**config.mk**
```make
export PLATFORM = sky130hd
export DESIGN_NAME = connection_slot_probe_table_top
export DESIGN_NICKNAME = d
export VERILOG_FILES = /design/src/rtl/core/cspt_pkg.sv /design/src/rtl/core/connection_slot_probe_table_top.sv
export SDC_FILE = /design/constraint.sdc
export NUM_CORES = 1
export LEC_CHECK = 0
export ABC_AREA = 0
export BUFFER_PORTS_ARGS = -buffer_cell sky130_fd_sc_hd__buf_2
export CORE_ASPECT_RATIO = 0.7
export CORE_MARGIN = 4
export CORE_UTILIZATION = 60
export DETAILED_ROUTE_END_ITERATION = 10
export GPL_TIMING_DRIVEN = 0
export PLACE_DENSITY = 0.8
export SLEW_MARGIN = 10
export SYNTH_ARGS = -nofsm -noshare
export SYNTH_HDL_FRONTEND = slang
export SYNTH_SLANG_ARGS = --single-unit
export TNS_END_PERCENT = 5
```
**constraint.sdc**
```tcl
create_clock -name aclk -period 11.2 [get_ports aclk]
set_input_delay 1.12 -clock aclk [delete_from_list [all_inputs] [get_ports aclk]]
set_output_delay 1.12 -clock aclk [all_outputs]
set_load 0.02 [all_outputs]
```
**src/rtl/core/cspt_pkg.sv**
```systemverilog
package cspt_pkg;

    localparam int SLOT_COUNT_DEF = 64;
    localparam int ID_WIDTH_DEF   = 16;

    localparam int CONN_ID_W    = 16;
    localparam int SLOT_FIELD_W = 6;
    localparam int STATUS_W     = 2;
    localparam int IDX_EXT_W    = 9;

    localparam int S_TDATA_W = 24;
    localparam int S_TUSER_W = 1;
    localparam int M_TDATA_W = 8;
    localparam int M_TUSER_W = STATUS_W;

    typedef enum logic {
        OP_ACQUIRE = 1'b0,
        OP_RELEASE = 1'b1
    } opcode_t;

    typedef enum logic [STATUS_W-1:0] {
        ST_MATCH    = 2'd0,
        ST_NEW      = 2'd1,
        ST_FULL     = 2'd2,
        ST_RELEASED = 2'd3
    } status_t;

endpackage

```
**src/rtl/core/connection_slot_probe_table_top.sv**
```systemverilog
// Channel | Ports             | tdata (low bit up)             | tuser
// --------+-------------------+--------------------------------+-------------
// input   | s_tvalid/s_tready | conn_id[15:0], release_slot    | opcode
// result  | m_tvalid/m_tready | slot[5:0], zero pad            | status[1:0]
//
// Release and id zero: straight from idle to the response state, then the output register.
// Acquire: a remainder step (reciprocal multiply, skipped when SLOT_COUNT is a power
// of two), then a table read and up to SLOT_COUNT probes, then the response state;
// the single table read port sets one probe per cycle.
// s_tready is high only while idle; a result waits in the output register under stall.
// aresetn is synchronous; reset marks all slots free through per-slot valid bits.
module connection_slot_probe_table_top
    import cspt_pkg::*;
#(
    parameter int SLOT_COUNT = SLOT_COUNT_DEF,
    parameter int ID_WIDTH   = ID_WIDTH_DEF
) (
    input  logic                 aclk,
    input  logic                 aresetn,
    input  logic                 s_tvalid,
    output logic                 s_tready,
    input  logic [S_TDATA_W-1:0] s_tdata,   // conn_id[15:0], release_slot[21:16], pad
    input  logic [S_TUSER_W-1:0] s_tuser,   // opcode[0]
    output logic                 m_tvalid,
    input  logic                 m_tready,
    output logic [M_TDATA_W-1:0] m_tdata,   // slot[5:0], pad
    output logic [M_TUSER_W-1:0] m_tuser    // status[1:0]
);

    localparam int IDX_W  = $clog2(SLOT_COUNT);
    localparam int KEY_W  = (ID_WIDTH < CONN_ID_W) ? ID_WIDTH : CONN_ID_W;
    localparam int PROD_W = 2 * KEY_W + 1;
    localparam int RCP_SH = KEY_W + IDX_W;
    localparam bit POW2   = ((1 << IDX_W) == SLOT_COUNT);
    localparam logic [IDX_W-1:0]     LAST_IDX = IDX_W'(SLOT_COUNT - 1);
    localparam logic [IDX_W:0]       CNT_EXT  = (IDX_W + 1)'(SLOT_COUNT);
    localparam logic [IDX_EXT_W-1:0] CNT_RS   = IDX_EXT_W'(SLOT_COUNT);
    // ceil(2^RCP_SH / SLOT_COUNT): exact quotient for every KEY_W-bit key
    localparam logic [KEY_W:0]       RCP      = (KEY_W + 1)'(
        ((64'd1 << RCP_SH) + 64'(SLOT_COUNT) - 64'd1) / 64'(SLOT_COUNT));

    typedef enum logic [4:0] {
        S_IDLE  = 5'b00001,
        S_MOD   = 5'b00010,
        S_LOAD  = 5'b00100,
        S_PROBE = 5'b01000,
        S_RESP  = 5'b10000
    } state_t;

    state_t                  state_reg, state_next;
    logic [KEY_W-1:0]        key_reg, key_next;
    logic [KEY_W-1:0]        quo_reg, quo_next;
    logic [IDX_W-1:0]        probe_reg, probe_next;
    logic [IDX_W-1:0]        cmp_reg, cmp_next;
    logic [IDX_W-1:0]        step_reg, step_next;
    logic [SLOT_FIELD_W-1:0] res_slot_reg, res_slot_next;
    status_t                 res_stat_reg, res_stat_next;
    logic                    m_tvalid_reg, m_tvalid_next;
    logic [SLOT_FIELD_W-1:0] m_slot_reg, m_slot_next;
    status_t                 m_stat_reg, m_stat_next;

    logic [KEY_W-1:0]        mem [SLOT_COUNT];
    logic [SLOT_COUNT-1:0]   vld_reg;
    logic [KEY_W-1:0]        rd_data_reg;
    logic                    rd_vld_reg;

    opcode_t                 in_op;
    logic [KEY_W-1:0]        in_key;
    logic [SLOT_FIELD_W-1:0] in_rs;
    logic [IDX_EXT_W-1:0]    rs_ext;
    logic                    mem_we;
    logic                    vld_clr;
    logic [PROD_W-1:0]       quo_prod;
    logic [IDX_W-1:0]        mod_rem;
    logic [KEY_W-1:0]        owner;
    logic [IDX_W-1:0]        probe_inc;
    logic [IDX_EXT_W-1:0]    cmp_ext;
    logic                    out_load;

    assign in_op  = opcode_t'(s_tuser[0]);
    assign in_key = s_tdata[KEY_W-1:0];
    assign in_rs  = s_tdata[CONN_ID_W +: SLOT_FIELD_W];
    assign rs_ext = IDX_EXT_W'(in_rs);

    // remainder fits in IDX_W bits, so only the low bits of key - q * N matter
    assign quo_prod = PROD_W'(in_key) * PROD_W'(RCP);
    assign mod_rem  = key_reg[IDX_W-1:0] - IDX_W'(quo_reg * CNT_EXT);

    assign owner     = rd_vld_reg ? rd_data_reg : '0;
    assign probe_inc = (probe_reg == LAST_IDX) ? '0 : (probe_reg + 1'b1);
    assign cmp_ext   = IDX_EXT_W'(cmp_reg);

    assign out_load = (state_reg == S_RESP) && (!m_tvalid_reg || m_tready);

    always_comb begin
        state_next    = state_reg;
        key_next      = key_reg;
        quo_next      = quo_reg;
        probe_next    = probe_reg;
        cmp_next      = cmp_reg;
        step_next     = step_reg;
        res_slot_next = res_slot_reg;
        res_stat_next = res_stat_reg;
        mem_we        = 1'b0;
        vld_clr       = 1'b0;
        unique case (state_reg)
            S_IDLE: begin
                if (s_tvalid) begin
                    if (in_op == OP_RELEASE) begin
                        vld_clr       = (rs_ext < CNT_RS);
                        res_slot_next = in_rs;
                        res_stat_next = ST_RELEASED;
                        state_next    = S_RESP;
                    end else if (in_key == '0) begin
                        res_slot_next = '0;
                        res_stat_next = ST_FULL;
                        state_next    = S_RESP;
                    end else begin
                        key_next = in_key;
                        if (POW2) begin
                            probe_next = in_key[IDX_W-1:0];
                            state_next = S_LOAD;
                        end else begin
                            quo_next   = KEY_W'(quo_prod >> RCP_SH);
                            state_next = S_MOD;
                        end
                    end
                end
            end
            S_MOD: begin
                probe_next = mod_rem;
                state_next = S_LOAD;
            end
            S_LOAD: begin
                cmp_next   = probe_reg;
                probe_next = probe_inc;
                step_next  = '0;
                state_next = S_PROBE;
            end
            S_PROBE: begin
                priority if (owner == key_reg) begin
                    res_slot_next = cmp_ext[SLOT_FIELD_W-1:0];
                    res_stat_next = ST_MATCH;
                    state_next    = S_RESP;
                end else if (owner == '0) begin
                    mem_we        = 1'b1;
                    res_slot_next = cmp_ext[SLOT_FIELD_W-1:0];
                    res_stat_next = ST_NEW;
                    state_next    = S_RESP;
                end else if (step_reg == LAST_IDX) begin
                    res_slot_next = '0;
                    res_stat_next = ST_FULL;
                    state_next    = S_RESP;
                end else begin
                    step_next  = step_reg + 1'b1;
                    cmp_next   = probe_reg;
                    probe_next = probe_inc;
                end
            end
            S_RESP: begin
                if (out_load) begin
                    state_next = S_IDLE;
                end
            end
            default: begin
                state_next = S_IDLE;
            end
        endcase
    end

    always_comb begin
        m_tvalid_next = m_tvalid_reg;
        m_slot_next   = m_slot_reg;
        m_stat_next   = m_stat_reg;
        if (out_load) begin
            m_tvalid_next = 1'b1;
            m_slot_next   = res_slot_reg;
            m_stat_next   = res_stat_reg;
        end else if (m_tready) begin
            m_tvalid_next = 1'b0;
        end
    end

    always_ff @(posedge aclk) begin
        if (!aresetn) begin
            state_reg    <= S_IDLE;
            m_tvalid_reg <= 1'b0;
        end else begin
            state_reg    <= state_next;
            m_tvalid_reg <= m_tvalid_next;
        end
    end

    always_ff @(posedge aclk) begin
        key_reg      <= key_next;
        quo_reg      <= quo_next;
        probe_reg    <= probe_next;
        cmp_reg      <= cmp_next;
        step_reg     <= step_next;
        res_slot_reg <= res_slot_next;
        res_stat_reg <= res_stat_next;
        m_slot_reg   <= m_slot_next;
        m_stat_reg   <= m_stat_next;
    end

    // slot table: one write, one registered read per cycle
    always_ff @(posedge aclk) begin
        if (mem_we) begin
            mem[cmp_reg] <= key_reg;
        end
        rd_data_reg <= mem[probe_reg];
        rd_vld_reg  <= vld_reg[probe_reg];
    end

    always_ff @(posedge aclk) begin
        if (!aresetn) begin
            vld_reg <= '0;
        end else if (mem_we) begin
            vld_reg[cmp_reg] <= 1'b1;
        end else if (vld_clr) begin
            vld_reg[rs_ext[IDX_W-1:0]] <= 1'b0;
        end
    end

    assign s_tready = (state_reg == S_IDLE);
    assign m_tvalid = m_tvalid_reg;
    assign m_tdata  = M_TDATA_W'(m_slot_reg);
    assign m_tuser  = m_stat_reg;

endmodule

```
==> flow_summary.ini <==
[placed_design]
dp_hpwl_mm = 86.43
port-buffer-count = 31
place_congestion = 1.029

[synthesis]
netlist_instances = 2070
synth_compound_area_share_pct = 3.249
async_flop_share_pct = 0
synth_edf_count = 1074
synth_top_cell_area_share_pct = 71.16
synthXorXnorAreaFrac_pct = 0.2899
synth_seq_area_share_pct = 74.96
synth_adder_area_share_pct = 0.05521
synth_warnings = 0
yosys.area.top_type = edfxtp_1
yosys.area_share.simple_pct = 3.476
postSynthAreaPerCell_um2 = 21.89
yosys.cell_types.count = 59
ys_ff_latch = 1160
synth_top_family_by_area = multiplexers
synthMuxAreaShare_pct = 16.53
yosys-top-cells-area = edfxtp_1, mux4_2, dfxtp_1, o221a_1, o221a_2
synth_ff_type = edfxtp_1
netlist_area_um2 = 45320

[timing]
tightest_slew_ns = 1.411
grt_setup_unrepaired = false
slew_headroom_pct = 5.214
clock-skew-final_ns = 0.03788
tns_ns = 0
report.final.hold_viol_count = 0
holdWs_ns = 0.4186
max_freq_mhz = 242.2
period_needed_ns = 4.128
setup_violations = 0
period_share_pct = 36.86
final-max-slew-violation-count = 0

[worst_hold_path]
holdCritStartpoint = res_stat_reg[1]
min_to = m_tuser[1]
holdCritPathClass = reg -> reg
min_path_cells = 0

[power_and_ir_drop]
netSwitchingPower_uw = 2007
internal_power_uw = 7034
seqPwrFrac_pct = 52.9
peakVddDrop_v = 0.0001819
netSwitchingFraction_pct = 22.20
pwr_density_cell_nw_per_um2 = 172.8
combPwrFrac_pct = 6.6
p_leak_uw = 0.01644
p_clk_share_pct = 40.5

[grt]
grt_max_degree = 37
antenna_found_initial = 5
overflow = 0
grt_pass1_vias = 24030
grt_pass1_wl_mm = 183.9
grtUsageTotal_pct = 33.37

[cells_and_area]
final_cell_mix = edfxtp_1, mux4_2, clkbuf_16
largest_register_ffs = 1024
seq_area_um2 = 33970
final_layout_size_suffix_gt1_share_pct = 32.29
mostFrequentLayoutCell = edfxtp_1
n_fill_cell = 4360
nets = 2337
synthToLayoutAreaGrowth_pct = 15.45
utilization_pct = 69.83
multi_input_comb_area_um2 = 11080

[clock_network]
cts_hold_buf = 0
htreeDepth = 3
postCtsSetupBuffers = 0
clock-sinks = 1160
root_buffer = clkbuf_16
clk_latency_ns = 0.70
cts_buffers = 103
clkSlewWorstSetupHoldPaths_ns = 0.06
cts_resized = 0
cts_tree = done
cts_buffer_depth = 3

[floorplan]
fp.dieH_um = 237.9
fp.dieW_um = 336.5
design.core.area_um2 = 74940
die-area_um2 = 80070
io_pins = 41
num_rows = 84
start_util_pct = 60.48

[drt]
drc = 0
drt_iter0_markers = 4144
wl_per_cell_um = 38.73
drt_pass1_iterations = 7
detailroute.wirelength.met2_mm = 56.95
top_layer_used = met5
vias = 24540
wl_met3_mm = 21.32
final_antenna_net_count = 0
via_per_inst = 7.258
routed_wl_mm = 130.9
wl_met1_mm = 48.04

[run]
cap_violations = 0

[worst_setup_path]
critPathSlowestCell = and3_1
cp-end-kind = flip-flop
critical_path.top_delay_family = compound AO/OA/AOI/OAI gates
cpMostUsedCell = a22oi_1
reg2reg_to = mem[23][6]
worstSetupPathType = reg -> reg
reg2reg_from = key_reg[4]
critPathLaunchType = flip-flop
path_cells = buf_8 > nor4bb_1 > a22oi_1 > a22oi_1 > a41oi_1 > clkbuf_1 > and3_1
crit_path_max_fanout = 26
r2r_setup_slack_ns = 7.07
worst-r2r-cell-count = 7
path_buf_inv = 2
cpPeakStageDelay_ns = 1.01
cp.arrival_ns = 4.42
required_ns = 11.49

[run_status]
status = complete, no violations
## power by group through the flow
stage | sequential [uW] | combinational (uW) | clock, uW
finish | 4780 | 599 | 3660
global route | 4780 | 615 | 3880
CTS | 4780 | 580 | 3680
detailed placement | 4880 | 573 | 0
global placement | 4920 | 473 | 0
floorplan | 4890 | 302 | 0
## synthesized netlist by cell type, types with 3 or more instances
master,number
nand2_1,34
buf_1,15
or3_1,5
nor4_1,8
nand2b_1,4
a41oi_1,3
nor4_2,22
mux2i_1,16
buf_2,34
dfxtp_1,86
a22oi_1,24
o221a_1,32
buf_4,16
or2_2,6
nor2b_1,6
inv_1,6
and2_1,4
nor3b_1,3
nor3_1,5
o21ai_1,6
xnor2_1,10
nand3_1,17
o221a_2,30
nor4bb_1,7
a21oi_1,5
clkbuf_1,57
a221oi_1,3
and3_1,18
or3b_2,4
nor3b_2,3
buf_6,6
nand4_1,12
xor2_1,5
nor2_1,44
edfxtp_1,1074
nor3_2,24
mux4_2,325
o21ai_0,18
nand3b_1,5
o22ai_1,33
o211ai_1,12
## layer usage
metal  GRT usage (%)  vias up
met5               0        -
met4           9.864        2
met3           13.49      271
met2           47.16     2139
met1           48.94    12750
li1                -     9381
## worst reg2reg max path, cell delays in order, from the launching register on
cell and delay (ns):
edfxtp_1 0.90, buf_8 0.29, nor4bb_1 0.09, a22oi_1 0.14
a22oi_1 0.14, a41oi_1 0.83, clkbuf_1 0.33, and3_1 1.01
## metrics by stage
| stage | setup slack, ns | std cells | cell area, um2 | total power, uW |
|---|---|---|---|---|
| floorplan | 7.612 | 2071 | 45330 | 5188 |
| global placement | 5.333 | 3091 | 46720 | 5397 |
| detailed placement | 7.179 | 3190 | 48830 | 5448 |
| CTS | 7.122 | 3380 | 52320 | 9039 |
| global route | 6.854 | 3380 | 52320 | 9278 |
| finish | 7.072 | 3381 | 52330 | 9042 |
## cells by family after synthesis
kind of cell | Yosys count
AOI/OAI and AO/OA | 178
other | 1
and+or+nand+nor | 238
adders and majority gates | 2
DFF | 1160
xor gates and xnor gates | 15
muxes | 342
buffers and inverters | 134
## worst max path at each step
stage                     cells past startpoint          end        from  slack [ns]
after floorplan                               7   mem[28][0]  key_reg[2]        7.61
after global placement                        8  vld_reg[46]  key_reg[7]        5.33
after detailed placement                      8  vld_reg[17]  key_reg[4]        7.18
after CTS                                     7  mem[23][14]  key_reg[4]        7.12
after global routing                          7  mem[23][13]  key_reg[4]        6.85
final                                         7   mem[23][6]  key_reg[4]        7.07
## cell type report
class                   count  share of cell area (%)
inverters                   6                 0.04304
multi-input cells         777                   21.17
diodes                      1                0.004782
plain buffers             128                   1.205
clock inverters            65                   1.377
well taps                 989                   2.365
flip-flops and latches   1160                   64.93
clock buffers             125                   5.280
repair buffers            130                   3.627
Note: power is estimated with default switching activity, not from simulation.
